===== config.mk =====
export PLATFORM = sky130hd
export DESIGN_NAME = lps_merge
export DESIGN_NICKNAME = d
export VERILOG_FILES = /design/src/design/line_position_pid_steering_top_macros.svh /design/src/design/lps_pkg.sv /design/src/design/lps_merge.sv
export SDC_FILE = /design/constraint.sdc
export NUM_CORES = 1
export LEC_CHECK = 0
export ABC_AREA = 1
export ABC_CLOCK_PERIOD_IN_PS = 1800
export BUFFER_PORTS_ARGS = -buffer_cell sky130_fd_sc_hd__buf_2
export CORE_MARGIN = 5
export CORE_UTILIZATION = 56
export DETAILED_ROUTE_END_ITERATION = 7
export HOLD_SLACK_MARGIN = 0.08
export MAX_ROUTING_LAYER = met4
export PLACE_DENSITY = 0.85
export SLEW_MARGIN = 20
export SYNTH_ARGS = -nofsm -noshare
export SYNTH_HDL_FRONTEND = slang
export SYNTH_SLANG_ARGS = --single-unit

===== constraint.sdc =====
create_clock -name clk -period 1.8 [get_ports clk]
set_clock_uncertainty 0.2 [all_clocks]
set_input_delay 0.18 -clock clk [delete_from_list [all_inputs] [get_ports clk]]
set_output_delay 0.18 -clock clk [all_outputs]
set_load 0.1 [all_outputs]

===== src/design/line_position_pid_steering_top_macros.svh =====
// Assertion macros for the line position PID steering block.
// Used by the top level; expects clk and rst_n in scope.
`ifndef LINE_POSITION_PID_STEERING_TOP_MACROS_SVH
`define LINE_POSITION_PID_STEERING_TOP_MACROS_SVH

// Same-cycle implication, disabled in reset
`define LPS_ASSERT_IMP(label, ante, cons, msg) \
    label: assert property (@(posedge clk) disable iff (!rst_n) (ante) |-> (cons)) \
        else $error(msg);

// Next-cycle implication, disabled in reset
`define LPS_ASSERT_NXT(label, ante, cons, msg) \
    label: assert property (@(posedge clk) disable iff (!rst_n) (ante) |=> (cons)) \
        else $error(msg);

`endif


===== src/design/lps_pkg.sv =====
// Shared constants, types and register indexes for the line position
// PID steering block. No dependencies.
package lps_pkg;

    // field widths fixed by the item format
    localparam int SAMPLE_W        = 10;
    localparam int MAX_SENSORS     = 8;
    localparam int NUM_SENSORS_DEF = 8;
    localparam int SAMPLE_BITS_DEF = 10;
    localparam int POS_STEP        = 1000;
    localparam int POS_W           = 13;
    localparam int WPROD_W         = 23;
    localparam int WSUM_W          = 26;
    localparam int SUM_W           = 13;
    localparam int PWM_TOP         = 250;
    localparam int IN_DATA_W       = MAX_SENSORS * SAMPLE_W;
    localparam int OUT_DATA_W      = 32;

    // shared divider
    localparam int NUM_W  = 48;
    localparam int DEN_W  = 24;
    localparam int QUO_W  = 13;
    localparam int ITER_W = 4;
    localparam logic [ITER_W-1:0] CDIV_ITERS = ITER_W'(QUO_W);
    localparam logic [ITER_W-1:0] PDIV_ITERS = ITER_W'(8);

    // configuration port
    localparam int CFG_IDX_W  = 3;
    localparam int CFG_DATA_W = 16;
    localparam logic [CFG_IDX_W-1:0] REG_NOISE_THR  = 3'd0;
    localparam logic [CFG_IDX_W-1:0] REG_DETECT_THR = 3'd1;
    localparam logic [CFG_IDX_W-1:0] REG_KP_DIV     = 3'd2;
    localparam logic [CFG_IDX_W-1:0] REG_KI_DIV     = 3'd3;
    localparam logic [CFG_IDX_W-1:0] REG_KD_GAIN    = 3'd4;
    localparam logic [CFG_IDX_W-1:0] REG_BASE_SPEED = 3'd5;
    localparam logic [CFG_IDX_W-1:0] REG_MAX_DIFF   = 3'd6;

    // per-lane findings
    typedef struct packed {
        logic                noise_hit;
        logic                detect_hit;
        logic [SAMPLE_W-1:0] value;
        logic [WPROD_W-1:0]  weighted;
    } lane_res_t;

    // merged findings over all lanes
    typedef struct packed {
        logic              seen;
        logic [WSUM_W-1:0] wsum;
        logic [SUM_W-1:0]  sum;
    } merge_res_t;

    // divider request
    typedef struct packed {
        logic              start;
        logic [ITER_W-1:0] iters;
    } div_req_t;

endpackage


===== src/design/lps_merge.sv =====
// Merging stage: sums lane results into weighted and plain sums and a line-seen flag.
// Depends on lps_pkg.
module lps_merge
    import lps_pkg::*;
#(
    parameter int NUM_SENSORS = NUM_SENSORS_DEF
)
(
    input  logic       clk,
    input  logic       rst_n,
    input  logic       load,
    input  lane_res_t  lane_res [NUM_SENSORS],
    output merge_res_t merged
);

    merge_res_t merged_reg;
    merge_res_t merged_next;

    // sum across lanes
    always_comb
    begin
        merged_next = '0;
        for (int i = 0; i < NUM_SENSORS; i++)
        begin
            merged_next.seen = merged_next.seen | lane_res[i].detect_hit;
            merged_next.wsum = merged_next.wsum + WSUM_W'(lane_res[i].weighted);
            merged_next.sum  = merged_next.sum + SUM_W'(lane_res[i].value);
        end
    end

    always_ff @(posedge clk or negedge rst_n)
    begin
        if (!rst_n)
        begin
            merged_reg <= '0;
        end
        else if (load)
        begin
            merged_reg <= merged_next;
        end
    end

    assign merged = merged_reg;

endmodule


# ---- After elaboration in Yosys (flattened, before gate mapping)
# Index checks and enable logic that the tools add are counted.
dict set report word_totals {
  ff_bits 40
  output_inout_bits 40
  elab_cells 24
}
dict set report op_classes {
  addsub 14
  bitwise 7
}
# operator n
set ops {}
lappend ops {{26-bit by 23-bit adder with 26-bit output} 4}
lappend ops {{13-bit by 10-bit adder with 13-bit output} 4}
lappend ops {{25-bit by 23-bit adder with 26-bit output} 1}
lappend ops {{24-bit by 23-bit adder with 25-bit output} 1}
lappend ops {{23-bit by 23-bit adder with 24-bit output} 1}
lappend ops {{12-bit by 10-bit adder with 13-bit output} 1}
lappend ops {{11-bit by 10-bit adder with 12-bit output} 1}
lappend ops {{10-bit by 10-bit adder with 11-bit output} 1}
lappend ops {{1-bit OR} 7}

# ---- Depth between registers and ports, before layout
# Gate-level depths: netlist of run 1.
dict set report depth {
  ltp_word 7
  mapped_depth 20
  depth_no_buf 20
}

# ---- Least setup slack after synthesis of run 1
# Ideal clock, no wire load.
dict set report synth_path {
  path_type {input to register}
  startpoint {input lane_res[107] in the netlist's numbering}
  endpoint {register merged_reg, in the netlist merged[27]}
  setup_ps 120
  t_arrival_ps 3630
  slack_ps -2150
  stages 18
  cell_sequence {inv_1 fa_1 inv_1 fa_1 fa_1 inv_1 fa_1 inv_1 ha_1 fa_1 nand3_1 nand3_1 nand2_1 nand3_1 nand2_1 nand3b_1 nand3_1 nand2_1}
}
dict set report synth_via {
  elab_chain_len 4
}
# item line_no
set synth_rtl {}
lappend synth_rtl {{from (decl)} lps_merge.sv:12} ;# input lane_res_t lane_res [NUM_SENSORS],
lappend synth_rtl {{26-bit by 23-bit adder with 26-bit output (4 in series)} lps_merge.sv:26} ;# merged_next.wsum = merged_next.wsum + WSUM_W'(lane_res[i].weighted);
lappend synth_rtl {{to (signal assigned)} lps_merge.sv:39} ;# merged_reg <= merged_next;
lappend synth_rtl {{to (decl)} lps_merge.sv:16} ;# merge_res_t merged_reg;
# No other way between the ends.
# A chain may end at the register's enable or synchronous reset.

# ---- Worst setup path in the final report of run 1
dict set report layout_path {
  startpoint {input lane_res[2] in the netlist's numbering}
  endpoint {register merged_reg, in the netlist merged[27]}
}
dict set report layout_via {
  elab_chain_len 1
}
# item line_no
set layout_rtl {}
lappend layout_rtl {{26-bit by 23-bit adder with 26-bit output} lps_merge.sv:26}
# No other way between the ends.

==> flow_metrics.tcl, run 1 <==
set metrics [dict create \
    cap_violations 0 \
    setup_slack_ns -1.92 \
    slew_violations 0 \
    grt_first_pass_wirelength_um 38200 \
    via_per_inst 4.68 \
    ys_warn_count 0 \
    grt_pass1_vias 8839 \
    numCtsBuffers 5 \
    cp.required_ns 1.77 \
    syn-cell-area_um2 8830 \
    post_route_cells_drive_above_1_share_pct 37.2 \
    syn_area_per_cell_um2 8.04 \
    violations "negative setup slack" \
    cp_num_buf_inv 5 \
    route.detailed.drc 0 \
    synthesis.nets 1617 \
    worstSkewPairLatency_ns 0.28 \
    crit_path_max_incr_delay_ns 0.55 \
    initial_core_util_pct 56.4 \
    hold_violations 0 \
    grt_max_degree 42 \
    setup_viol 37 \
    syn_inst 1099 \
    gp_congestion 0.886 \
    crit_chain "buf_8 > inv_8 > fa_1 > inv_2 > fa_1 > fa_1 > inv_1 > fa_1 > inv_2 > ha_4 > fa_2 > nand3_4 > nand3_4 > nand2_4 > nand3_4 > nand2_2 > nand3b_1 > nand3_1 > nand2_1" \
    critical_path.slowest_cell "fa_1" \
    final_cell_mix "390 x inv_1, 302 x buf_2, 190 x nand2_1" \
    die_x_um 136 \
    start_kind "primary input" \
    antenna_found_initial 0 \
    synth-edff-count 0 \
    drt-pass1-iter-count 4 \
    ys_seq_area_share_pct 11.3 \
    design.core.area_um2 15700 \
    gr-total-overflow 0 \
    max-slew-margin-rel_pct 64.8 \
    rsz0062_at_grt "true" \
    fp-row-count 46 \
    critPathTopFamily "adder cells" \
    largest_reg_flops 40 \
    cp_common_cell "fa_1" \
    clk_pin_slew_ns 0.06 \
    synth_top_flop_cell "dfrtp_1" \
    status "complete, but fails checks" \
    fin_tns_setup_ns -60.38 \
    synthToLayoutAreaGrowth_pct 38.9 \
    synth-seq-cells 40 \
    endpoint_kind "flop" \
    htree_levels 2 \
    finalNetCount 1992 \
    post-dp-hpwl_um 19900 \
    worstMarginPinSlew_ns 0.531 \
    drtIter0Drc 236 \
    clock_sinks 40 \
    post-route-period-util_pct 206 \
    crit_type "primary input to flop" \
    hp-class "primary input to flop" \
    max_freq_mhz 269 \
    dieArea_um2 18400 \
    root_buffer "clkbuf_16" \
    via_count 7910 \
    cts_max_path_buffers 2 \
    post_drt_wl_per_cell_um 13.7 \
    cp.arrival_ns 3.69 \
    cp_max_fo 3 \
    io_buffers 314 \
    grt_use_total_pct 26.4 \
    async_flop_share_pct 100 \
    final_common_cell "inv_1" \
    finalCriticalPeriod_ns 3.72 \
    fp.dieH_um 136 \
    drt-total-wl_um 23100 \
    cts_tree "built" \
    ant_nets 0 \
    yosysUniqueCellTypes 33 \
    n_antenna_cell 0 \
    ios 323 \
]
[synth_stat cells, types with 3 or more instances]
library cell | number | share of area [%]
clkbuf_1 | 5 | 0.21
ha_1 | 39 | 5.5
nand3b_1 | 7 | 0.60
xnor2_1 | 10 | 0.99
inv_1 | 424 | 18
nand3_1 | 41 | 2.3
nand2_2 | 7 | 0.50
a21oi_2 | 3 | 0.30
nor3_1 | 8 | 0.45
nand4_1 | 6 | 0.43
a21oi_1 | 17 | 0.96
o21ai_0 | 15 | 0.85
nand2_1 | 225 | 9.6
fa_1 | 196 | 44
dfrtp_1 | 40 | 11
or2_1 | 3 | 0.21
nor2_2 | 5 | 0.35
nor2_1 | 27 | 1.1
[area by class of cell]
class                           count  area [um^2]
Sequential cell                    40         1000
Multi-Input combinational cell    624         7040
Tap cell                          216          270
Inverter                          427         1620
Clock buffer                        7          143
Fill cell                        1056         3390
Clock inverter                      1         7.51
Timing Repair Buffer              376         2180
[cells by family (layout without fill, tap and decap cells)]
| logic type | after synthesis | in the layout | share of synthesized area (%) |
|---|---|---|---|
| compound gates | 41 | 41 | 2.56 |
| xor+xnor | 12 | 12 | 1.19 |
| fa+ha+maj | 235 | 235 | 50.0 |
| buf+inv | 435 | 811 | 18.5 |
| flops | 40 | 40 | 11.3 |
| simple gates | 336 | 336 | 16.4 |
[metal layers]
layer / track usage [%] / wire [um]
met1: 29.3 / 8380
met2: 48.7 / 12500
met3: 4.42 / 1510
met4: 7.56 / 742
met5: - / 0
[repair_timing]
| item | 4_1_cts | 5_1_grt |
|---|---|---|
| buffers inserted | 5 | 4 |
| hold buffers | 7 | 0 |
| resized for setup | 99 | 37 |
| endpoints found under the hold margin | 41 | 0 |
| pin swaps | 56 | 27 |
| setup endpoints to repair | 37 | 37 |
[worst register-to-register path: stages (launching register included)]
cell and delay (ns):
dfrtp_1 0.39, nor2_1 0.12, a21oi_2 0.04
[path summary, 6_finish.rpt]
path / start / depth (start not counted) / slack [ns] / end
max in group asynchronous: rst_n / 3 / 0.69 / merged[36]$_DFFE_PN0P_
min in group asynchronous: rst_n / 2 / 0.22 / merged[15]$_DFFE_PN0P_
min: load / 4 / 0.10 / merged[38]$_DFFE_PN0P_
max: lane_res[2] / 19 / -1.92 / merged[27]$_DFFE_PN0P_
min reg2reg: merged[13]$_DFFE_PN0P_ / 2 / 0.27 / merged[13]$_DFFE_PN0P_
max reg2reg: merged[38]$_DFFE_PN0P_ / 2 / 0.93 / merged[38]$_DFFE_PN0P_
[metrics by stage]
stage / cells / util (%) / area (um^2) / hold slack (ns) / worst slack (ns)
after floorplan: 1099 / - / 9270 / -0.316 / -1.90
after global placement: 1669 / 73.2 / 11500 / -0.0422 / -2.16
after detailed placement: 1669 / 73.2 / 11500 / -0.0363 / -2.23
after CTS: 1688 / 77.2 / 12100 / 0.0947 / -1.87
after global routing: 1691 / 78.3 / 12300 / 0.121 / -2.04
final: 1691 / 78.3 / 12300 / 0.101 / -1.92
Power of run 1 is left out: the tool's default activity adds up to more than one toggle a clock period on the data nets, which glitch-free logic cannot reach.
==> run 2: changes to the inputs <==
SETUP_SLACK_MARGIN = 0.1   (was unset)
==> run 2 against run 1 <==
Effect of this change: the flow still finishes with violations (negative setup slack); sequential share of layout area is 0.12 points lower; cell area is 1.5% higher; first-iteration DRC count is 44% higher; count of clock-buffer cells in the layout is 2 lower; register-to-register slack hardly changed; worst setup slack better by 0.043 ns; critical path depth is 1 higher; utilization is 1.1 points higher; non-clock buffer count is 12 higher.
==> flow_metrics.tcl, run 2 (synthesis results as in run 1) <==
set metrics [dict create \
    gr-total-overflow 0 \
    cp.arrival_ns 3.64 \
    drt-pass1-iter-count 5 \
    cts_tree "built" \
    cap_violations 0 \
    route.detailed.drc 0 \
    final_common_cell "inv_1" \
    post_drt_wl_per_cell_um 13.9 \
    status "complete, but fails checks" \
    die_x_um 136 \
    violations "negative setup slack" \
    critical_path.slowest_cell "fa_1" \
    io_buffers 314 \
    synthToLayoutAreaGrowth_pct 40.9 \
    clock_sinks 40 \
    drt-total-wl_um 23700 \
    endpoint_kind "flop" \
    post-dp-hpwl_um 19400 \
    final_cell_mix "374 x inv_1, 297 x buf_2, 186 x nand2_1, 186 x fa_1, 58 x buf_4" \
    finalCriticalPeriod_ns 3.67 \
    crit_path_max_incr_delay_ns 0.53 \
    via_count 8049 \
    max_freq_mhz 272 \
    hold_violations 0 \
    grt_first_pass_wirelength_um 37900 \
    root_buffer "clkbuf_16" \
    max-slew-margin-rel_pct 64.5 \
    htree_levels 2 \
    grt_use_total_pct 26.2 \
    fp.dieH_um 136 \
    cp_common_cell "inv_2" \
    numCtsBuffers 5 \
    drtIter0Drc 339 \
    grt_pass1_vias 8598 \
    cp.required_ns 1.77 \
    slew_violations 0 \
    ant_nets 0 \
    design.core.area_um2 15700 \
    post-route-period-util_pct 204 \
    fp-row-count 46 \
    dieArea_um2 18400 \
    initial_core_util_pct 56.4 \
    post_route_cells_drive_above_1_share_pct 40.0 \
    start_kind "primary input" \
    via_per_inst 4.73 \
    hp-class "primary input to flop" \
    ios 323 \
    fin_tns_setup_ns -60.00 \
    cp_max_fo 4 \
    worstSkewPairLatency_ns 0.28 \
    clk_pin_slew_ns 0.06 \
    setup_slack_ns -1.87 \
    grt_max_degree 40 \
    rsz0062_at_grt "true" \
    setup_viol 37 \
    cts_max_path_buffers 2 \
    worstMarginPinSlew_ns 0.535 \
    gp_congestion 0.880 \
    place_ws_ns -2.20 \
    finalNetCount 2004 \
    largest_reg_flops 40 \
    n_antenna_cell 0 \
    fillers 1066 \
    crit_chain "buf_2 > inv_2 > fa_1 > inv_2 > fa_2 > fa_1 > inv_2 > fa_1 > inv_2 > ha_4 > nand2_4 > nor2_4 > buf_6 > nand3_2 > nand3_2 > nand2_2 > nand2_1 > nand2_1 > nand3_1 > nand2_1" \
    crit_type "primary input to flop" \
    antenna_found_initial 0 \
]
run 2: cell count changes in the layout (fill, tap and decap cells not counted), moves of 5 or more:
cell,delta
buf_2,-5
buf_4,+11
buf_6,+6
inv_1,-16
inv_2,+14
nand3_2,+8
run 2: worst paths after layout:
| path | startpoint | to | slack, ns | cells after the start |
|---|---|---|---|---|
| worst max-delay path | lane_res[147] | merged[32]$_DFFE_PN0P_ | -1.87 | 20 |
| worst min-delay path | load | merged[38]$_DFFE_PN0P_ | 0.13 | 4 |
| worst max register to register | merged[28]$_DFFE_PN0P_ | merged[28]$_DFFE_PN0P_ | 0.92 | 2 |
| worst min register to register | merged[14]$_DFFE_PN0P_ | merged[14]$_DFFE_PN0P_ | 0.27 | 2 |
| max in group asynchronous | rst_n | merged[34]$_DFFE_PN0P_ | 0.71 | 3 |
| min in group asynchronous | rst_n | merged[3]$_DFFE_PN0P_ | 0.19 | 2 |
run 2: layout make-up:
class	count	area, um^2	area share, %
flip-flops and latches	40	1000	8.04
clock buffers	5	125	1.01
well taps	216	270	2.17
repair buffers	388	2290	18.4
inverters	427	1630	13.1
multi-input cells	624	7110	57.1
clock inverters	2	12.5	0.101
run 2: critical path: cells and delay by family:
| family | cells | cell delay [ns] |
|---|---|---|
| adder cells (fa/ha/maj) | 5 | 2.33 |
| buffers and inverters | 6 | 0.37 |
| AND/OR/NAND/NOR | 9 | 0.76 |
run 2: timing repair:
| item | in CTS | in global routing |
|---|---|---|
| resized for setup | 100 | 73 |
| setup buffers | 9 | 12 |
| pin swaps | 56 | 51 |
| endpoints found under the setup margin | 37 | 38 |
| hold buffers | 9 | 1 |
| hold endpoints to repair | 41 | 1 |
run 2: routing by layer:
| layer | track usage (%) | vias to the layer above | routed length, um |
|---|---|---|---|
| met5 | - | - | 0 |
| li1 | - | 3811 | - |
| met4 | 5.99 | 0 | 796 |
| met3 | 4.05 | 62 | 1560 |
| met2 | 47.6 | 304 | 12700 |
| met1 | 30.8 | 3872 | 8610 |
run 2: stage by stage:
stage	instances	hold slack (ns)	util, %	area (um^2)
final	1702	0.131	79.5	12400
after global routing	1702	0.133	79.5	12400
after CTS	1691	0.145	77.6	12100
after detailed placement	1667	-0.0461	73.1	11400
after global placement	1667	-0.0634	73.1	11400
after floorplan	1099	-0.316	-	9280
Power of run 2 is left out for the same reason.
