===== src/design/line_position_pid_steering_top_macros.svh =====
// Assertion macros for the line position PID steering block.
// Used by the top level; expects clk and rst_n in scope.
`ifndef LINE_POSITION_PID_STEERING_TOP_MACROS_SVH
`define LINE_POSITION_PID_STEERING_TOP_MACROS_SVH

// Same-cycle implication, disabled in reset
`define LPS_ASSERT_IMP(label, ante, cons, msg) \
    label: assert property (@(posedge clk) disable iff (!rst_n) (ante) |-> (cons)) \
        else $error(msg);

// Next-cycle implication, disabled in reset
`define LPS_ASSERT_NXT(label, ante, cons, msg) \
    label: assert property (@(posedge clk) disable iff (!rst_n) (ante) |=> (cons)) \
        else $error(msg);

`endif


===== src/design/lps_pkg.sv =====
// Shared constants, types and register indexes for the line position
// PID steering block. No dependencies.
package lps_pkg;

    // field widths fixed by the item format
    localparam int SAMPLE_W        = 10;
    localparam int MAX_SENSORS     = 8;
    localparam int NUM_SENSORS_DEF = 8;
    localparam int SAMPLE_BITS_DEF = 10;
    localparam int POS_STEP        = 1000;
    localparam int POS_W           = 13;
    localparam int WPROD_W         = 23;
    localparam int WSUM_W          = 26;
    localparam int SUM_W           = 13;
    localparam int PWM_TOP         = 250;
    localparam int IN_DATA_W       = MAX_SENSORS * SAMPLE_W;
    localparam int OUT_DATA_W      = 32;

    // shared divider
    localparam int NUM_W  = 48;
    localparam int DEN_W  = 24;
    localparam int QUO_W  = 13;
    localparam int ITER_W = 4;
    localparam logic [ITER_W-1:0] CDIV_ITERS = ITER_W'(QUO_W);
    localparam logic [ITER_W-1:0] PDIV_ITERS = ITER_W'(8);

    // configuration port
    localparam int CFG_IDX_W  = 3;
    localparam int CFG_DATA_W = 16;
    localparam logic [CFG_IDX_W-1:0] REG_NOISE_THR  = 3'd0;
    localparam logic [CFG_IDX_W-1:0] REG_DETECT_THR = 3'd1;
    localparam logic [CFG_IDX_W-1:0] REG_KP_DIV     = 3'd2;
    localparam logic [CFG_IDX_W-1:0] REG_KI_DIV     = 3'd3;
    localparam logic [CFG_IDX_W-1:0] REG_KD_GAIN    = 3'd4;
    localparam logic [CFG_IDX_W-1:0] REG_BASE_SPEED = 3'd5;
    localparam logic [CFG_IDX_W-1:0] REG_MAX_DIFF   = 3'd6;

    // per-lane findings
    typedef struct packed {
        logic                noise_hit;
        logic                detect_hit;
        logic [SAMPLE_W-1:0] value;
        logic [WPROD_W-1:0]  weighted;
    } lane_res_t;

    // merged findings over all lanes
    typedef struct packed {
        logic              seen;
        logic [WSUM_W-1:0] wsum;
        logic [SUM_W-1:0]  sum;
    } merge_res_t;

    // divider request
    typedef struct packed {
        logic              start;
        logic [ITER_W-1:0] iters;
    } div_req_t;

endpackage


===== src/design/lps_lane.sv =====
// One sensor lane: threshold tests and weighted sample.
// Depends on lps_pkg.
module lps_lane
    import lps_pkg::*;
#(
    parameter int SAMPLE_BITS = SAMPLE_BITS_DEF,
    parameter int LANE_IDX    = 0
)
(
    input  logic [SAMPLE_W-1:0] sample,
    input  logic [SAMPLE_W-1:0] noise_thr,
    input  logic [SAMPLE_W-1:0] detect_thr,
    output lane_res_t           res
);

    localparam logic [SAMPLE_W-1:0] MASK = (SAMPLE_BITS >= SAMPLE_W) ? {SAMPLE_W{1'b1}}
                                         : SAMPLE_W'((1 << SAMPLE_BITS) - 1);
    localparam logic [POS_W-1:0] WEIGHT = POS_W'(LANE_IDX * POS_STEP);

    logic [SAMPLE_W-1:0] v;
    logic [WPROD_W-1:0]  prod;

    assign v    = sample & MASK;
    assign prod = WPROD_W'(v) * WPROD_W'(WEIGHT);

    // only samples above the noise floor join the centroid
    always_comb
    begin
        res.detect_hit = (v > detect_thr);
        res.noise_hit  = (v > noise_thr);
        res.value      = res.noise_hit ? v : '0;
        res.weighted   = res.noise_hit ? prod : '0;
    end

endmodule


===== config.mk =====
export PLATFORM = sky130hd
export DESIGN_NAME = lps_lane
export DESIGN_NICKNAME = d
export VERILOG_FILES = /design/src/design/line_position_pid_steering_top_macros.svh /design/src/design/lps_pkg.sv /design/src/design/lps_lane.sv
export SDC_FILE = /design/constraint.sdc
export NUM_CORES = 1
export LEC_CHECK = 0
export ABC_AREA = 1
export BUFFER_PORTS_ARGS = -buffer_cell sky130_fd_sc_hd__buf_2
export CAP_MARGIN = 20
export CORE_ASPECT_RATIO = 0.8
export CORE_MARGIN = 1
export CORE_UTILIZATION = 43
export DETAILED_ROUTE_END_ITERATION = 7
export PLACE_DENSITY = 0.85
export SYNTH_ARGS = -nofsm -noshare
export SYNTH_HDL_FRONTEND = slang
export SYNTH_SLANG_ARGS = --single-unit

===== constraint.sdc =====
create_clock -name vclk -period 1.8
set_input_delay 0.27 -clock vclk [all_inputs]
set_output_delay 0.27 -clock vclk [all_outputs]
set_load 0.1 [all_outputs]

; After elaboration in Yosys (flattened, before gate mapping)
; Cells that the tools add are included.
[word_totals]
regBits = 0
inputBits = 30
output_inout_bits = 35
wordCells = 3
[op_classes]
magnitude_cmp = 2
mux = 1
[ops]
columns = operator, n
row1 = 10-bit > comparator, 2
row2 = 10-bit two-way mux, 1

; Depth between registers and ports, before layout
; Gate-level depths: netlist of the first run.
[depth]
ltp_word = 2
mapped_depth = 11
mapped_depth_nobuf = 10

; Worst setup path after synthesis of the first run
; No wires, ideal clock.
[synth_timing]
kind = input-to-output
startpoint = input port detect_thr[9]
endpoint = output port res[33] (netlist name)
arrival_time_ns = 2.237
required_time_ns = 1.530
setup_slack_ns = -0.707
stages = 7
n_path_buf = 0
path_cell_list = inv_1 ha_1 nand2_1 nor2_1 a21boi_1 nor2_1 nor2_1
[synth_lines]
columns = item, line_no
row1 = from (decl), lps_lane.sv:12  ; input logic [SAMPLE_W-1:0] detect_thr,
row2 = to (decl), lps_lane.sv:13  ; output lane_res_t res

==> run_results.csv, run 1 <==
group,metric,value,unit
critical_path,cp_cell_sequence,"buf_4, ha_4, nand2_4, nor2_4, nand3_2, nand3_4, nand2_8, nor2_4, buf_12",
timing,rsz0062_at_grt,"true",
floorplan,num_io_pins,65,
timing,slew_viol_final,0,
finish,syn_to_final_growth,90.5,%
place,gp_congestion,0.744,
critical_path,end_kind,"output pin",
floorplan,dieWidth,52.6,um
power,power,0.895,mW
run_status,violations,"negative setup slack",
drt,via_per_inst,4.58,
power,p_per_area,533,mW/mm^2
critical_path,cpMostUsedCell,"nor2_4",
synth,synthSimpleGateAreaFrac,28.8,%
grt,grt_pass1_wl,4.31,mm
drt,first_pass_iters,4,
timing,fin_crit,1.82,ns
hold_path,hold_path.class,"input pin to output pin",
finish,final_area,0.00168,mm^2
timing,worst_slack,-0.0188,ns
grt,globalRouteTotalUtil,25.6,%
finish,seqCellArea,0,um^2
critical_path,slowest_stage,"ha_4",
floorplan,core,0.00191,mm^2
drt,finalWirelength,2.90,mm
place,io_buffers,42,
finish,nFillCells,87,
critical_path,worstSetupPathType,"input pin to output pin",
drt,drtIter0Drc,18,
timing,maxClockFrequency,550,MHz
synth,synth_seq_area_share,0,%
timing,setup_viol,3,
finish,most-common-layout-cells,"inv_1, conb_1, buf_2, nor2_4, nand2_1",
drt,ant_nets,0,
place,place_area,0.00145,mm^2
synth,ys_types,19,
synth,synth_top_family_by_area,"buffers and inverters",
place,place_ws,-0.164,ns
finish,layout_commonest_cell,"inv_1",
place,dp_hpwl,1.95,mm
run,drv_cap,0,
timing,finalHoldViolations,0,
synth,syn_avg_cell_area,6.34,um^2
finish,final_core_util,87.9,%
floorplan,die_y,42.5,um
finish,n_clock_buffer,0,
finish,drive_above_1_share,56.1,%
run_status,status,"finished, violations left",
drt,routedWlPerCell,13.8,um
grt,antenna_found_initial,0,
floorplan,initial_core_util,46.1,%
synth,synthMuxAreaShare,0,%
drt,drc,0,
synth,syn_inst,139,
floorplan,die_area,0.00223,mm^2
synth,synth-compound-area-share,5.26,%
critical_path,crit_arrival,1.55,ns
synth,syn-cell-area,881,um^2
power,power.leakage,0.866,nW
synth,synth_xor_area_share,0,%
timing,finalCritPeriodShare,101,%
grt,overflow,0,
finish,num_antenna_cells,0,
clock_network,hold_buffers,0,
finish,final_nets,239,
synth,synth_adder_area_share,28.4,%
grt,grt_pass1_vias,982,
floorplan,fp-row-count,14,
critical_path,critPathMaxFanout,6,
critical_path,startpoint_type,"input pin",
critical_path,required,1.53,ns
critical_path,critPathMaxStageDelay,0.27,ns
synth,ys_warn_count,0,
finish,seq_cell_count,0,
drt,vias,967,
grt,grt_max_degree,7,
power,vdd_drop_max,0.475,mV
area by class of cell:
| type | instances | area (um^2) | share of cell area [%] |
|---|---|---|---|
| inverters | 38 | 173 | 10.3 |
| multi-input cells | 100 | 951 | 56.7 |
| well taps | 24 | 30.0 | 1.79 |
| repair buffers | 49 | 524 | 31.2 |
path summary, 6_finish.rpt:
check                 startpoint  endpoint  slack, ns  cells after the start
worst max-delay path   sample[4]   res[32]      -0.02                      9
worst min-delay path   sample[5]   res[28]       0.93                      4
critical path, delay by kind of cell:
| kind | cells | cell delay, ns |
|---|---|---|
| buffers and inverters | 2 | 0.30 |
| adder cells (fa/ha/maj) | 1 | 0.27 |
| AND/OR/NAND/NOR | 6 | 0.71 |
report_power, final:
group,switching [mW],internal [mW]
combinational,0.621,0.274
sequential,0,0
clock,0,0
metrics by stage:
| stage | hold WS, ns | cells | TNS (ns) |
|---|---|---|---|
| finish | 0.932 | 211 | -0.0421 |
| floorplan | 0.735 | 161 | -0.259 |
| detailed placement | 0.965 | 209 | -1.58 |
| global placement | 0.960 | 209 | -0.757 |
| global route | 0.942 | 211 | -0.356 |
| CTS | 0.934 | 211 | 0 |
kinds of logic after synthesis:
| family | after synthesis |
|---|---|
| other | 1 |
| adders and majority gates | 20 |
| and+or+nand+nor | 49 |
| AOI/OAI and AO/OA | 7 |
| buffers and inverters | 62 |
synthesized netlist by cell type:
cell	count	share of area, %
a21boi_1	1	0.85
a21o_1	1	0.85
a21oi_1	3	1.7
a21oi_2	1	0.99
buf_4	23	20
buf_6	1	1.3
conb_1	1	0.43
ha_1	20	28
inv_1	37	16
inv_2	1	0.43
nand2_1	21	8.9
nand2_2	4	2.8
nand3_1	2	1.1
nand3_2	2	2.3
nand4_1	1	0.71
nor2_1	8	3.4
nor2_2	8	5.7
nor2_4	3	3.8
o21bai_1	1	0.85
metal layers:
metal / vias to the layer above / wire [um] / track usage (%)
li1: 465 / - / -
met1: 431 / 1040 / 27.8
met2: 60 / 1550 / 51.6
met3: 11 / 198 / 1.81
met4: 0 / 113 / 5.26
met5: - / 0 / 0
what timing repair did:
action | CTS | global route
pin swaps | 17 | 21
setup buffers | 1 | 0
setup endpoints to repair | 12 | 12
gates cloned | 1 | 0
resized for setup | 23 | 22
endpoints found under the hold margin | 0 | 0
Power figures use the tool's default switching activity.
==> run 2: changes to the inputs <==
--- a/config.mk
+++ b/config.mk
@@ -12,7 +12,8 @@
 export CORE_MARGIN = 1
 export CORE_UTILIZATION = 43
 export DETAILED_ROUTE_END_ITERATION = 7
-export PLACE_DENSITY = 0.85
+export MAX_ROUTING_LAYER = met4
+export PLACE_DENSITY = 0.95
 export SYNTH_ARGS = -nofsm -noshare
 export SYNTH_HDL_FRONTEND = slang
 export SYNTH_SLANG_ARGS = --single-unit
==> run_results.csv, run 2 (synthesis results as in run 1) <==
group,metric,value,unit
place,place_area,0.00145,mm^2
finish,syn_to_final_growth,92.0,%
power,p_sw,0.626,mW
power,switching_share,69.5,%
grt,grt_max_degree,7,
critical_path,cpMostUsedCell,"nand2_2",
timing,maxClockFrequency,544,MHz
finish,n_clock_buffer,0,
power,p_int,0.275,mW
clock_network,hold_buffers,0,
floorplan,initial_core_util,46.1,%
place,dp_hpwl,1.98,mm
timing,fin_crit,1.84,ns
critical_path,crit_start,"noise_thr[3]",
drt,ant_nets,0,
drt,routedWlPerCell,15.6,um
grt,grt_pass1_wl,4.32,mm
finish,most-common-layout-cells,"inv_1, conb_1, buf_2, nand2_1",
power,p_clk_share,0,%
finish,num_antenna_cells,0,
timing,finalHoldViolations,0,
critical_path,critPathMaxStageDelay,0.26,ns
timing,rsz0062_at_grt,"true",
hold_path,hold_path.class,"input pin to output pin",
finish,nFillCells,92,
grt,overflow,0,
power,power.leakage,0.874,nW
run,drv_cap,0,
critical_path,crit_arrival,1.57,ns
floorplan,die_y,42.5,um
finish,seqCellArea,0,um^2
critical_path,slowest_stage,"ha_4",
power,power.share.combinational,100.0,%
power,seqPwrFrac,0,%
critical_path,end_kind,"output pin",
timing,fin_setup_tns,-0.189,ns
grt,grt_use_met2,52.9,%
timing,setup_viol,12,
critical_path,cp_cell_sequence,"buf_8, inv_12, ha_4, nand2_2, nand2_2, nand2_2, nand2_2, nand2_2, nand3_4, nand2_8, nor2_4, buf_12",
critical_path,worstSetupPathType,"input pin to output pin",
critical_path,startpoint_type,"input pin",
grt,globalRouteTotalUtil,27.2,%
drt,via_per_inst,4.77,
floorplan,die_area,0.00223,mm^2
critical_path,critPathMaxFanout,6,
grt,use_met1,27.4,%
timing,finalCritPeriodShare,102,%
place,place_inst,209,
place,io_buffers,42,
finish,final_nets,240,
timing,slew_viol_final,0,
power,vdd_drop_max,0.549,mV
run_status,violations,"negative setup slack",
floorplan,fp-row-count,14,
finish,drive_above_1_share,56.4,%
drt,drtIter0Drc,24,
drt,drc,0,
drt,first_pass_iters,4,
drt,vias,1011,
floorplan,core,0.00191,mm^2
grt,antenna_found_initial,0,
critical_path,crit_buf_inv,3,
finish,seq_cell_count,0,
critical_path,cp_top_family,"simple AND/OR/NAND/NOR gates",
hold_path,hold_start,"sample[6]",
timing,worst_slack,-0.0371,ns
floorplan,dieWidth,52.6,um
floorplan,num_io_pins,65,
grt,grt_pass1_vias,962,
grt,grt_use_met3,1.45,%
drt,finalWirelength,3.30,mm
finish,fin_cells,212,
place,gp_congestion,0.824,
critical_path,required,1.53,ns
finish,final_area,0.00169,mm^2
power,p_per_area,532,mW/mm^2
grt,top_usage_layer,"met2",
finish,layout_commonest_cell,"inv_1",
run_status,status,"finished, violations left",
==> run 2: per-layer routing <==
metal  wire (um)  up-vias
li1            -      466
met4         216        0
met5           0        -
met2        1710       53
met1        1220      470
met3         159       22
==> run 2: layout make-up <==
type                       count  area [um^2]  share of cell area [%]
inverter                      38          173                    10.2
timing repair buffer          50          546                    32.2
tap                           24         30.0                    1.78
multi-input combinational    100          943                    55.8
==> run 2: power by group through the flow <==
stage / Clock [mW] / Combinational [mW] / Sequential (mW)
floorplan: 0 / 0.645 / 0
global placement: 0 / 0.784 / 0
detailed placement: 0 / 0.804 / 0
finish: 0 / 0.900 / 0
global route: 0 / 0.937 / 0
CTS: 0 / 0.851 / 0
==> run 2: worst paths after layout <==
kind | to | slack, ns | depth (start not counted)
setup / recovery | res[30] | -0.04 | 12
hold / removal | res[29] | 0.93 | 4
==> run 2: through the flow <==
stage               util [%]  worst slack [ns]  hold slack (ns)  power [mW]
floorplan                  -           -0.0491            0.735       0.645
global placement        76.0           -0.0757            0.960       0.784
detailed placement      76.0            -0.156            0.963       0.804
CTS                     83.9          -0.00619            0.933       0.851
global route            88.6           -0.0850            0.946       0.937
finish                  88.6           -0.0371            0.930       0.900
==> run 2: what timing repair did <==
| item | in CTS | in global routing |
|---|---|---|
| cloned | 1 | 0 |
| pin swaps | 26 | 21 |
| resized for setup | 29 | 18 |
| setup buffers | 1 | 1 |
| endpoints found under the setup margin | 12 | 12 |
==> run 3: changes to the inputs <==
--- a/config.mk
+++ b/config.mk
@@ -14,6 +14,7 @@
 export DETAILED_ROUTE_END_ITERATION = 7
 export MAX_ROUTING_LAYER = met4
 export PLACE_DENSITY = 0.95
+export REMOVE_ABC_BUFFERS = 1
 export SYNTH_ARGS = -nofsm -noshare
 export SYNTH_HDL_FRONTEND = slang
 export SYNTH_SLANG_ARGS = --single-unit
==> run_results.csv, run 3 (synthesis results as in run 1) <==
group,metric,value,unit
run_status,status,"finished, violations left",
run_status,violations,"negative setup slack",
place,gp_congestion,0.792,
floorplan,core,0.00191,mm^2
timing,worst_slack,-0.0864,ns
drt,first_pass_iters,4,
critical_path,critPathMaxStageDelay,0.28,ns
grt,overflow,0,
drt,via_per_inst,4.96,
timing,finalCritPeriodShare,105,%
floorplan,die_y,42.5,um
power,p_per_area,555,mW/mm^2
clock_network,hold_buffers,0,
timing,slew_viol_final,0,
critical_path,crit_arrival,1.62,ns
floorplan,dieWidth,52.6,um
critical_path,cpMostUsedCell,"nor2_4",
finish,n_clock_buffer,0,
finish,final_nets,241,
place,io_buffers,42,
floorplan,num_io_pins,65,
place,place_ws,-0.191,ns
critical_path,required,1.53,ns
finish,layout_commonest_cell,"inv_1",
timing,maxClockFrequency,530,MHz
drt,drc,0,
finish,drive_above_1_share,53.4,%
drt,finalWirelength,3.74,mm
critical_path,worstSetupPathType,"input pin to output pin",
timing,rsz0062_at_grt,"true",
timing,fin_crit,1.89,ns
drt,drtIter0Drc,60,
drt,vias,1057,
drt,ant_nets,0,
grt,grt_pass1_wl,4.42,mm
place,place_inst,210,
run,drv_cap,0,
critical_path,end_kind,"output pin",
power,vdd_drop_max,0.468,mV
grt,grt_max_degree,7,
critical_path,slowest_stage,"ha_4",
critical_path,critPathMaxFanout,6,
critical_path,cp_cell_sequence,"buf_2, inv_2, ha_4, nand2_4, nor2_4, nand3_2, nand3_4, nand2_8, nor2_4, buf_12",
finish,most-common-layout-cells,"inv_1, conb_1, buf_2, nand2_1",
power,power.leakage,0.865,nW
finish,num_antenna_cells,0,
finish,seq_cell_count,0,
floorplan,die_area,0.00223,mm^2
grt,antenna_found_initial,0,
floorplan,fp-row-count,14,
hold_path,hold_path.class,"input pin to output pin",
timing,finalHoldViolations,0,
finish,syn_to_final_growth,79.5,%
timing,setup_viol,12,
finish,seqCellArea,0,um^2
grt,grt_pass1_vias,946,
place,dp_hpwl,1.83,mm
power,power,0.879,mW
grt,globalRouteTotalUtil,28.2,%
critical_path,startpoint_type,"input pin",
finish,fin_cells,213,
floorplan,initial_core_util,46.1,%
drt,routedWlPerCell,17.6,um
==> run 3: changes by cell type in the layout (fill, tap and decap cells not counted), sizes merged <==
cell  delta
buf      +1
==> run 3: where the power goes <==
group | switching (mW) | internal (mW)
registers | 0 | 0
clock network | 0 | 0
logic | 0.623 | 0.256
total | 0.623 | 0.256
==> run 3: worst max-delay path: cells and delay by family <==
kind          cells  cell delay [ns]
buf+inv           3             0.33
simple gates      6             0.72
fa+ha+maj         1             0.28
==> run 3: cell type report <==
class / count / area (um^2)
Multi-Input combinational cell: 100 / 887
Timing Repair Buffer: 51 / 519
Fill cell: 86 / 328
Inverter: 38 / 145
Tap cell: 24 / 30.0
==> run 3: what timing repair did <==
action / 4_1_cts / 5_1_grt
resized for setup: 41 / 22
pin swaps: 15 / 18
setup buffers: 2 / 0
cloned: 1 / 0
endpoints found under the setup margin: 12 / 12
==> run 3: layer usage <==
layer	track usage, %	part of all wire (%)
met1	32.7	39
met2	52.7	49
met3	1.45	6.8
met4	5.26	5.2
met5	-	0
==> run 3: worst paths after layout <==
path	slack, ns	startpoint	cells past startpoint	end
worst max-delay path	-0.09	noise_thr[5]	10	res[27]
worst min-delay path	0.94	sample[8]	4	res[31]
==> run 3: through the flow <==
step           util, %  instance area (um^2)  setup TNS, ns  hold WS, ns
2_1_floorplan        -                   779          -4.71        0.774
3_3_place_gp      65.6                  1250         -0.818        0.920
3_5_place_dp      65.6                  1250          -1.43        0.923
4_1_cts           78.9                  1510              0        0.945
5_1_grt           82.8                  1580          -1.03        0.949
6_report          82.8                  1580         -0.674        0.937
