==> config.mk <==
export PLATFORM = sky130hd
export DESIGN_NAME = lps_div
export DESIGN_NICKNAME = d
export VERILOG_FILES = /design/src/design/line_position_pid_steering_top_macros.svh /design/src/design/lps_pkg.sv /design/src/design/lps_div.sv
export SDC_FILE = /design/constraint.sdc
export NUM_CORES = 1
export LEC_CHECK = 0
export BUFFER_PORTS_ARGS = -buffer_cell sky130_fd_sc_hd__buf_4
export CELL_PAD_IN_SITES_DETAIL_PLACEMENT = 0
export CELL_PAD_IN_SITES_GLOBAL_PLACEMENT = 1
export CORE_ASPECT_RATIO = 1.2
export CORE_MARGIN = 5
export CORE_UTILIZATION = 40
export DETAILED_ROUTE_END_ITERATION = 10
export PLACE_DENSITY = 0.77
export SETUP_SLACK_MARGIN = 0.15
export SLEW_MARGIN = 5
export SYNTH_ARGS = -nofsm -noshare
export SYNTH_HDL_FRONTEND = slang
export SYNTH_SLANG_ARGS = --single-unit
==> constraint.sdc <==
create_clock -name clk -period 7.45 [get_ports clk]
set_input_delay 1.49 -clock clk [delete_from_list [all_inputs] [get_ports clk]]
set_output_delay 1.49 -clock clk [all_outputs]
set_load 0.05 [all_outputs]
==> src/design/line_position_pid_steering_top_macros.svh <==
// Assertion macros for the line position PID steering block.
// Used by the top level; expects clk and rst_n in scope.
`ifndef LINE_POSITION_PID_STEERING_TOP_MACROS_SVH
`define LINE_POSITION_PID_STEERING_TOP_MACROS_SVH

// Same-cycle implication, disabled in reset
`define LPS_ASSERT_IMP(label, ante, cons, msg) \
    label: assert property (@(posedge clk) disable iff (!rst_n) (ante) |-> (cons)) \
        else $error(msg);

// Next-cycle implication, disabled in reset
`define LPS_ASSERT_NXT(label, ante, cons, msg) \
    label: assert property (@(posedge clk) disable iff (!rst_n) (ante) |=> (cons)) \
        else $error(msg);

`endif

==> src/design/lps_pkg.sv <==
// Shared constants, types and register indexes for the line position
// PID steering block. No dependencies.
package lps_pkg;

    // field widths fixed by the item format
    localparam int SAMPLE_W        = 10;
    localparam int MAX_SENSORS     = 8;
    localparam int NUM_SENSORS_DEF = 8;
    localparam int SAMPLE_BITS_DEF = 10;
    localparam int POS_STEP        = 1000;
    localparam int POS_W           = 13;
    localparam int WPROD_W         = 23;
    localparam int WSUM_W          = 26;
    localparam int SUM_W           = 13;
    localparam int PWM_TOP         = 250;
    localparam int IN_DATA_W       = MAX_SENSORS * SAMPLE_W;
    localparam int OUT_DATA_W      = 32;

    // shared divider
    localparam int NUM_W  = 48;
    localparam int DEN_W  = 24;
    localparam int QUO_W  = 13;
    localparam int ITER_W = 4;
    localparam logic [ITER_W-1:0] CDIV_ITERS = ITER_W'(QUO_W);
    localparam logic [ITER_W-1:0] PDIV_ITERS = ITER_W'(8);

    // configuration port
    localparam int CFG_IDX_W  = 3;
    localparam int CFG_DATA_W = 16;
    localparam logic [CFG_IDX_W-1:0] REG_NOISE_THR  = 3'd0;
    localparam logic [CFG_IDX_W-1:0] REG_DETECT_THR = 3'd1;
    localparam logic [CFG_IDX_W-1:0] REG_KP_DIV     = 3'd2;
    localparam logic [CFG_IDX_W-1:0] REG_KI_DIV     = 3'd3;
    localparam logic [CFG_IDX_W-1:0] REG_KD_GAIN    = 3'd4;
    localparam logic [CFG_IDX_W-1:0] REG_BASE_SPEED = 3'd5;
    localparam logic [CFG_IDX_W-1:0] REG_MAX_DIFF   = 3'd6;

    // per-lane findings
    typedef struct packed {
        logic                noise_hit;
        logic                detect_hit;
        logic [SAMPLE_W-1:0] value;
        logic [WPROD_W-1:0]  weighted;
    } lane_res_t;

    // merged findings over all lanes
    typedef struct packed {
        logic              seen;
        logic [WSUM_W-1:0] wsum;
        logic [SUM_W-1:0]  sum;
    } merge_res_t;

    // divider request
    typedef struct packed {
        logic              start;
        logic [ITER_W-1:0] iters;
    } div_req_t;

endpackage

==> src/design/lps_div.sv <==
// Restoring divider, one quotient bit per cycle, shared by the
// centroid and the steering term. Depends on lps_pkg.
module lps_div
    import lps_pkg::*;
(
    input  logic             clk,
    input  logic             rst_n,
    input  div_req_t         req,
    input  logic [NUM_W-1:0] dividend,
    input  logic [DEN_W-1:0] divisor,
    output logic [QUO_W-1:0] quotient,
    output logic             done
);

    logic [NUM_W-1:0]  rem_reg, rem_next;
    logic [NUM_W-1:0]  dsh_reg, dsh_next;
    logic [QUO_W-1:0]  q_reg, q_next;
    logic [ITER_W-1:0] cnt_reg, cnt_next;
    logic              busy_reg, busy_next;
    logic              done_reg, done_next;

    // one trial subtraction per cycle
    always_comb
    begin
        rem_next  = rem_reg;
        dsh_next  = dsh_reg;
        q_next    = q_reg;
        cnt_next  = cnt_reg;
        busy_next = busy_reg;
        done_next = 1'b0;
        if (req.start)
        begin
            rem_next  = dividend;
            dsh_next  = NUM_W'(divisor) << (req.iters - ITER_W'(1));
            q_next    = '0;
            cnt_next  = req.iters;
            busy_next = 1'b1;
        end
        else if (busy_reg)
        begin
            if (rem_reg >= dsh_reg)
            begin
                rem_next = rem_reg - dsh_reg;
                q_next   = {q_reg[QUO_W-2:0], 1'b1};
            end
            else
            begin
                q_next = {q_reg[QUO_W-2:0], 1'b0};
            end
            dsh_next = dsh_reg >> 1;
            cnt_next = cnt_reg - ITER_W'(1);
            if (cnt_reg == ITER_W'(1))
            begin
                busy_next = 1'b0;
                done_next = 1'b1;
            end
        end
    end

    always_ff @(posedge clk or negedge rst_n)
    begin
        if (!rst_n)
        begin
            cnt_reg  <= '0;
            busy_reg <= 1'b0;
            done_reg <= 1'b0;
        end
        else
        begin
            cnt_reg  <= cnt_next;
            busy_reg <= busy_next;
            done_reg <= done_next;
        end
    end

    always_ff @(posedge clk)
    begin
        rem_reg <= rem_next;
        dsh_reg <= dsh_next;
        q_reg   <= q_next;
    end

    assign quotient = q_reg;
    assign done     = done_reg;

endmodule

Word level (Yosys, flattened, before mapping)
Cells that the tools add are included.
Cells by class
  shifts and indexed selects: 1
  equal/unequal tests: 1
  reduce and logical (&&, ||, !) cells: 3
  multiply operators: 0
  $add $sub $neg: 3
  $lt $le $gt $ge: 1
  div/mod/pow operators: 0
  bitwise operators: 0
  multiplexer cells: 14
Operators with widths (number)
  48-bit 2-to-1 mux: 5
  48-bit greater-or-equal comparator: 1
  24-bit by 4-bit << shifter with 48-bit output: 1
  48-bit subtractor: 1
  4-bit 2-to-1 mux: 2
  4-bit by 1-bit subtractor with 4-bit output, second input constant: 2
  1-bit 2-to-1 mux: 7
  4-bit by 1-bit == test with 1-bit output, second input constant: 1
  2-bit nonzero test: 2
  2-bit AND reduction: 1
Word-level totals
  bits of input ports: 79
  logic and storage cells: 29
  output and inout bits: 14
  bits in latches: 0
  memory bits (read-only): 0
  memories kept: 0
  bits in registers: 115
  RAM bits: 0

Depth between registers and ports, before layout
Gate-level depths: netlist of the first run.
  depth after elaboration: 4
  gate-level depth with buffers: 14
  depth with buffers taken out: 12

Worst setup path after synthesis of the first run
Ideal clock, no wire load.
  path kind: in2reg
  start point: in req[0] (netlist bit)
  end point: reg dsh_reg[25] (data pin)
  path buffers: 4
  setup slack: 3.377 ns
  library setup time: 0.266 ns
  data arrival time: 3.807 ns
  cell stages on the path: 11
  required time: 7.184 ns
  cell sequence: clkbuf_1 -> inv_1 -> clkbuf_1 -> ha_1 -> clkbuf_1 -> buf_1 -> mux4_2 -> a21oi_1 -> nand2_1 -> o211ai_1 -> o21ai_0
Between the ends
  longest elaborated chain between the ends: 3
RTL lines
  from (decl): line lps_div.sv:8  | input div_req_t req,
  4-bit by 1-bit subtractor with 4-bit output: line lps_div.sv:34  | dsh_next = NUM_W'(divisor) << (req.iters - ITER_W'(1));
  24-bit by 4-bit << shifter with 48-bit output: line lps_div.sv:34
  48-bit 2-to-1 mux: line lps_div.sv:31  | if (req.start)
  net dsh_next[25]: line lps_div.sv:16  | logic [NUM_W-1:0] dsh_reg, dsh_next;
  to (signal assigned): line lps_div.sv:79  | dsh_reg <= dsh_next;
  to (decl): line lps_div.sv:16
The timed path passes the listed nets, and every way through them passes these cells.
A chain may end at the register's enable or synchronous reset.

Worst setup path in the final report of the first run
  start point: in req[0] (netlist bit)
  end point: reg dsh_reg[16] (data pin)
Same word-level chain as after synthesis.

==> results of run 1 <==
## worst min-delay path: stages, from the launching register on
cell and delay (ps):
sky130_fd_sc_hd__dfxtp_1 330, sky130_fd_sc_hd__nand2b_1 70, sky130_fd_sc_hd__a21oi_1 60
## area by class of cell
cell class | instances | area (µm²)
Clock buffer | 9 | 225
Clock inverter | 7 | 81.3
Fill cell | 2032 | 10900
Inverter | 57 | 214
Multi-Input combinational cell | 732 | 4760
Sequential cell | 106 | 3020
Tap cell | 265 | 332
Timing Repair Buffer | 98 | 736
## stage by stage
step                setup WS (ps)  power (µW)  cell area [µm²]  util (%)
finish                       3010        3420             9370      46.3
global route                 2720        3690             9370      46.3
CTS                          3040        3440             9370      46.3
detailed placement           2700        2930             9060      44.7
global placement             2730        2920             9060      44.7
floorplan                    3380        2460             8230         -
## synthesized netlist by cell type, types with 4 or more instances
library cell / n / area, µm²
sky130_fd_sc_hd__xor2_1: 14 / 123
sky130_fd_sc_hd__nand2_1: 139 / 522
sky130_fd_sc_hd__buf_1: 5 / 18.8
sky130_fd_sc_hd__inv_1: 57 / 214
sky130_fd_sc_hd__a21o_1: 22 / 165
sky130_fd_sc_hd__mux4_2: 10 / 225
sky130_fd_sc_hd__o31ai_1: 8 / 60.1
sky130_fd_sc_hd__edfxtp_1: 87 / 2610
sky130_fd_sc_hd__o22ai_1: 12 / 75.1
sky130_fd_sc_hd__dfxtp_1: 13 / 260
sky130_fd_sc_hd__nor2_1: 62 / 233
sky130_fd_sc_hd__nand3_1: 29 / 145
sky130_fd_sc_hd__o21ai_1: 5 / 25.0
sky130_fd_sc_hd__a21oi_1: 70 / 350
sky130_fd_sc_hd__nand4_1: 12 / 75.1
sky130_fd_sc_hd__o211ai_1: 14 / 105
sky130_fd_sc_hd__nor2b_1: 11 / 68.8
sky130_fd_sc_hd__nand2b_1: 8 / 50.1
sky130_fd_sc_hd__o21ai_0: 92 / 460
sky130_fd_sc_hd__nor3b_1: 4 / 30.0
sky130_fd_sc_hd__ha_1: 42 / 526
sky130_fd_sc_hd__a31oi_1: 9 / 56.3
sky130_fd_sc_hd__or3_1: 7 / 43.8
sky130_fd_sc_hd__xnor2_1: 23 / 201
sky130_fd_sc_hd__mux2_2: 6 / 67.6
sky130_fd_sc_hd__mux2i_1: 41 / 410
sky130_fd_sc_hd__clkbuf_1: 44 / 165
sky130_fd_sc_hd__nor3_1: 12 / 60.1
sky130_fd_sc_hd__and3_1: 7 / 43.8
sky130_fd_sc_hd__dfrtp_1: 6 / 150
sky130_fd_sc_hd__a211oi_1: 17 / 128
sky130_fd_sc_hd__and2_1: 5 / 31.3
sky130_fd_sc_hd__buf_2: 8 / 40.0
sky130_fd_sc_hd__o21a_1: 11 / 82.6
## power breakdown
part / internal (µW) / switching, µW / total (µW)
Combinational: 778 / 1200 / 1980
Sequential: 868 / 84.1 / 952
Clock: 241 / 251 / 492
## cells by family (layout without fill, tap and decap cells)
kind of cell	Yosys count	in the layout
compound gates	283	283
fa+ha+maj	43	43
flops	106	106
mux	57	57
xor+xnor	37	37
buf+inv	117	171
simple gates	312	312
## layer usage
layer	share of wire (%)	wire (µm)	global-route usage, %
met1	42	9360	21.8
met2	51	11400	33.3
met3	3.8	845	2.37
met4	2.9	649	6.57
met5	0	0	0
## cell usage in the layout (no fill, tap or decap), drive strengths merged, types with 5 or more instances in the layout
master  netlist  routed
a21oi        70      70
nand2b        8       8
and3          7       7
mux2i        41      41
dfrtp         6       6
o21a         11      11
o211ai       16      16
nand4        12      12
nor2         62      62
xnor2        23      23
inv          57      61
mux2          6       6
xor2         14      14
a211oi       18      18
ha           42      42
o21ai        97      97
nand2       139     139
a31oi         9       9
a21o         22      22
buf          15      98
mux4         10      10
edfxtp       87      87
o31ai         8       8
nand3        29      29
nor3         12      12
clkbuf       45       9
and2          5       5
o22ai        12      12
or3           7       7
nor2b        11      11
dfxtp        13      13
## path summary, 6_finish.rpt
path / from / to / slack, ps / depth (start not counted)
setup reg to reg: rem_reg[9] / rem_reg[0] / 3530 / 10
min in group asynchronous: rst_n / cnt_reg[2] / 920 / 1
hold / removal: quotient[0] / quotient[0] / 500 / 2
max in group asynchronous: rst_n / cnt_reg[0] / 6410 / 1
hold reg to reg: quotient[0] / quotient[0] / 500 / 2
setup / recovery: req[0] / dsh_reg[16] / 3010 / 10
==> impl.org, run 1 <==
** Status
- Result of the run :: finished, final reports clean

** GRT
- Global routing finished with a remaining overflow of 0.
- The number of global-route vias before repair is 6,876.
- First-pass GRT wire length :: 34.8 mm
- Largest net degree at the start of global routing :: 71
- The number of antenna violations at the first check in global routing is 0.
- Across every metal layer, demand over resource in global routing totals a little under a fifth.

** Power and ir drop
- Pwr dens :: 365 nW/µm²
- Leakage dissipation :: about 0.0039 µW
- IR analysis of the VDD net gives a maximum drop of around 0.15 mV.

** Synthesis
- Net count after synthesis :: 1,077
- The synthesized design contains 87 enable-type register cells.
- A synthesized cell averages 8.62 µm².
- After Yosys synthesis, and, or, nand and nor cells account for between 10% and 20% of the synthesized area.
- After Yosys synthesis, full adders, half adders and majority gates account for 6.63% of the synthesized area.
- Sequential element share of the synthesized area :: approximately 37%
- Measured against the total synthesized area, the mux share comes to 8.55%.
- The synthesized design contains 106 register bits.
- Main synth FF type :: sky130_fd_sc_hd__edfxtp_1
- Summing the areas of all xor and xnor instances in the mapped netlist gives 3.94% of the synthesized area.
- Mapped cell area :: 8230 µm²
- In this run, distinct cell masters in the synthesized netlist total 60.
- By area, the combinational part of the netlist is dominated by compound AO/OA/AOI/OAI gates.
- In the synthesized netlist the async set-or-reset flop fraction comes to 5.66%.
- Gate count of the mapped netlist :: 955
- The synthesized netlist devotes 20.9% of its cell area to compound gates.
- During synthesis, Yosys emitted a total of 0 warnings.

** Critical path
- The worst setup path is captured at a register.
- The slowest stage of the critical path is the sky130_fd_sc_hd__ha_1 cell.
- Crit Path Class :: input port to register
- Cell with the most instances on the worst path :: sky130_fd_sc_hd__o21ai_0
- Together, buffers and inverters on the worst path number 2.
- Top cell family by delay on the critical path :: adder cells
- In this run the worst path has a maximum fanout of 37.
- Walking the worst path, the cells encountered are buf_4 > inv_1 > ha_1 > mux2_2 > o21ai_0 > o21ai_0 > nand2_1 > o21ai_0 > nand2_1 > o21ai_0.
- Longest individual stage delay on the worst path :: 1190 ps
- Data arrives at the worst endpoint at 4500 ps.
- The worst setup path is launched from an input port.
- Required arrival time at the worst endpoint :: 7510 ps

** Timing
- Slew at the pin with the worst max-slew slack :: around 1200 ps
- Fmax achieved :: 225 MHz
- On the final layout, the worst clock skew is 6.88 ps.
- In the finished design, the share of the clock period the worst path needs comes to 59.6%.
- Minimum clock period :: 4440 ps
- Max Transition Viols Final :: 0
- Setup repair after global routing left no endpoint under its margin.
- Setup violations remaining at the end of the flow were counted as 0.
- The worst pin sits at a relative slew slack of 17.8%.
- Final Hold Violating Endpoints :: 0
- Final hold slack :: between 500 and 600 ps
- Setup TNS Final :: 0 ps

** Routing
- After detailed routing, the number of remaining DRC violations is 0.
- In the routed layout, each cell is associated on average with a via count of 5.49.
- The detailed router finished its first iteration with 290 violations.
- Once detail routing completed, the nets flagged for antenna violations numbered 0.
- Final routed wire length divided by cell count :: about 18 µm
- Number of iterations in the first detailed-routing pass :: 5
- Summed over all layers, the routed wires come to 22.3 mm.
- The routed layout has about 7,000 vias.

** Clock network
- Largest buffer count on any clock path :: 2
- At the later pin of the worst-skew pair, clock insertion delay measures between 300 and 400 ps.
- Clock sink total :: 106
- Once the clock tree was built, the setup fixing pass inserted 0 buffers.
- The H-tree was split into 3 levels.
- For this design, the CTS-stage hold fixing added 0 buffers.
- Master cell of the clock root buffer :: sky130_fd_sc_hd__clkbuf_16
- Clock tree from TritonCTS :: built
- Counting the buffers created by CTS gives 9.
- Clock-pin slew was measured on the worst setup and hold paths at approximately 80 ps.
- Once the clock tree was built, the resizer swapped 0 gates to a different size.

** Hold path
- The path class of the tightest hold or removal check is register to register.

** Cells and area
- Fraction of final layout cells with drive strength greater than 1 :: 14.0%
- The finished layout holds between 1,000 and 1,500 standard cells, fillers aside.
- Relative to the synthesized area, the layout overhead comes to 13.9%.
- For this run, the post-layout net count is 1,126.
- 0 antenna diodes ended up in the layout.
- The register with the most flip-flops in the layout has 48 of them.

** Floorplan
- Boundary Pins :: 93
- The die is 141 µm wide.
- Initial Utilization :: 40.6%
- Die Y :: ~170 µm
- After floorplanning, the core was divided into between 50 and 60 placement rows.
- Die footprint :: 23,600 µm²
- The floorplan step defined a core boundary enclosing a little over 20,000 µm².

** Place
- Input and output buffers added on the ports amount to 92.
- Including well taps, the total number of placed cells is 1,258.
- The congestion estimate from routability-driven global placement came to 0.910.
- Placed wire-length estimate after detailed placement :: 17.0 mm

** Job
- Max-cap violations :: 0
No activity file was read; power rests on OpenSTA's default activity.
==> run 2, diff against run 1 <==
==> constraint.sdc (replaced) <==
create_clock -name clk -period 4.6 [get_ports clk]
set_input_delay 0.92 -clock clk [delete_from_list [all_inputs] [get_ports clk]]
set_output_delay 0.92 -clock clk [all_outputs]
set_load 0.05 [all_outputs]
==> run 2 against run 1 <==
Against the previous run: non-clock buffer count is 2 higher; routed wire length rose by 0.27%; global-route usage up 0.40 points; utilization up 0.17 points; critical path depth stayed put; clock-buffer cell count stayed put; via count increased by 0.26%; combinational power grew 62%; worst hold slack worse by 160 ps; power grew 63%.
==> impl.org, run 2 (synthesis results as in run 1) <==
** Cells and area
- Combined area of the multi-input logic cells :: roughly 4800 µm²
- Final instance area :: 9400 µm²
- Fill cell total of the finished layout :: 2,094
- Most frequent cells in the layout :: 138 x sky130_fd_sc_hd__nand2_1, 99 x sky130_fd_sc_hd__buf_4, 92 x sky130_fd_sc_hd__o21ai_0
- The post-route netlist has 14.1% of its cells at a drive strength greater than 1.
- 0 antenna diodes ended up in the layout.
- In the final layout, flip-flops and latches occupy 3020 µm².
- Growth of design area from synthesis to finish :: 14.3%
- Most frequent standard cell in the layout excluding fill and tap cells :: sky130_fd_sc_hd__nand2_1
- The register with the most flip-flops in the layout has 48 of them.
- The net count of the finished layout is roughly 1,100.
- Post-layout instance count excluding filler cells :: approximately 1,300

** Routing
- Number of vias per cell :: between 5 and 6
- Detailed routing inserted a total of about 7,000 vias.
- In the routed design, unresolved DRC markers number 0.
- The final layout contains routed wiring with a total length of between 20 and 25 mm.
- Number of iterations in the first detailed-routing pass :: 5
- The detailed router finished its first iteration with 348 violations.
- Remaining antenna violation count after routing :: 0
- Final routed wire length divided by cell count :: 17.5 µm

** Critical path
- CP max stage cell :: sky130_fd_sc_hd__ha_1
- For this run, the slowest stage of the critical path takes approximately 440 ps.
- Required arrival time at the worst endpoint :: 4640 ps
- At the worst endpoint, the arrival time is roughly 3600 ps.
- Crit Path Class :: register to register
- Traced cell by cell, the critical path runs through ha_1 > nand4_1 > nor3_1 > nand2_1 > a21o_1 > a211o_1 > a21oi_1 > o211ai_1 > nand2_2 > buf_12.
- The worst setup path is launched from a register.
- Critical path endpoint category :: register
- In this run the worst path has a maximum fanout of 48.

** GRT
- Vias in the first global route :: between 6,000 and 7,000
- The first global-routing pass estimated ~35 mm of wire.
- Entering global routing, the biggest net connects 73 pins.
- Initial antenna violation count :: 0
- Remaining Overflow, GRT :: 0
- Total routing usage reported by global routing :: around a fifth

** Clock network
- Buffers inserted during clock tree synthesis total 9.
- Post-CTS setup repair buffer count :: 0
- In this run, post-CTS hold repair placed 0 buffers.
- Master cell of the clock root buffer :: sky130_fd_sc_hd__clkbuf_16
- Post-cts gate resize count :: 0
- Clock sink total :: 106
- The H-tree was split into 3 levels.
- Clock-pin slew was measured on the worst setup and hold paths at 80 ps.
- Clock tree from TritonCTS :: built
- The later pin in the worst-skew pair is clocked with a latency of 370 ps.
- Largest buffer count on any clock path :: 2

** Timing
- Minimum clock period :: 3540 ps
- The count of final max-slew check failures is 0.
- Setup violations remaining at the end of the flow were counted as 0.
- Share of the clock period used by the worst path after layout :: 76.9%
- Slew at the pin with the worst max-slew slack :: 1000 ps
- Derived from the worst setup path, the maximum achievable clock frequency is roughly 280 MHz.
- Unrepaired setup endpoints after global routing :: no
- Between clock sinks in the finished design, the worst skew comes to 8.22 ps.
- Final hold slack :: 342 ps
- After routing, the total negative slack on setup checks comes to 0 ps.
- Worst-case headroom to the max-slew limit :: 33.1%
- The hold violation count in the final report is 0.

** Floorplan
- Row generation in the floorplan step produced 57 rows.
- Die footprint :: about 24,000 µm²
- In this run the vertical extent of the chip is 167 µm.
- In this run the horizontal extent of the chip is 141 µm.
- The floorplan step defined a core boundary enclosing 20,300 µm².
- Initial Utilization :: 40.6%
- For this design the top-level I/O count stands at 93.

** Power and ir drop
- Leakage dissipation :: 0.00394 µW
- Dividing total power by cell area gives a power density of 593 nW/µm².
- Summing internal, switching and leakage power gives 5580 µW.
- Peak VDD IR :: 0.236 mV

** Job
- Max-cap violations :: 0

** Place
- In this run, placement finished with an instance count of around 1,300.
- Port Buffer Count :: between 90 and 100
- Area after detailed placement :: 9090 µm²
- Detailed placement ended at an HPWL of 17.0 mm.
- At the end of routability-driven placement, the weighted congestion stood at 0.923.

** Status
- Result of the run :: finished, final reports clean

** Hold path
- Path type of the worst min-delay path :: input port to async pin
[run 2: area by class of cell]
| cell class | instances | share of cell area, % |
|---|---|---|
| multi-input combinational | 732 | 50.6 |
| clock inverter | 7 | 0.945 |
| clock buffer | 9 | 2.40 |
| timing repair buffer | 100 | 8.12 |
| sequential | 106 | 32.1 |
| tap | 265 | 3.53 |
| inverter | 57 | 2.28 |
[run 2: report_power, final]
| group | leakage, µW | switching (µW) | total (µW) | internal [µW] |
|---|---|---|---|---|
| clock network | 0.000153 | 441 | 840 | 399 |
| registers | 0.00113 | 133 | 1540 | 1400 |
| logic | 0.00265 | 1940 | 3200 | 1260 |
| total | 0.00394 | 2510 | 5580 | 3070 |
[run 2: worst paths after layout]
path	start	end	slack, ps	cells past startpoint
setup / recovery	rem_reg[11]	rem_reg[0]	1060	10
setup reg to reg	rem_reg[11]	rem_reg[0]	1060	10
min in group clk	quotient[12]	quotient[12]	500	2
hold / removal	rst_n	done	340	1
hold reg to reg	quotient[12]	quotient[12]	500	2
max in group asynchronous	rst_n	cnt_reg[0]	4140	1
[run 2: layer usage]
metal  vias to the layer above  GRT usage (%)  wire [µm]  share of wire, %
met2                       130           32.8      11200                50
met3                        30           2.99        856               3.8
met4                         0           6.36        670               3.0
met1                      3279           23.2       9650                43
met5                         -              0          0                 0
li1                       3579              -          -                 -
[run 2: worst max-delay path, delay by kind of cell, from the launching register on]
family          cells  cell delay [ps]
compound gates      4             1120
fa+ha+maj           1              440
buf+inv             1              270
flops               1              400
simple gates        4              910
[run 2: metrics by stage]
step / utilization [%] / worst slack (ps)
floorplan: - / 981
global placement: 44.9 / 857
detailed placement: 44.9 / 818
CTS: 46.4 / 1080
global route: 46.4 / 920
finish: 46.4 / 1060
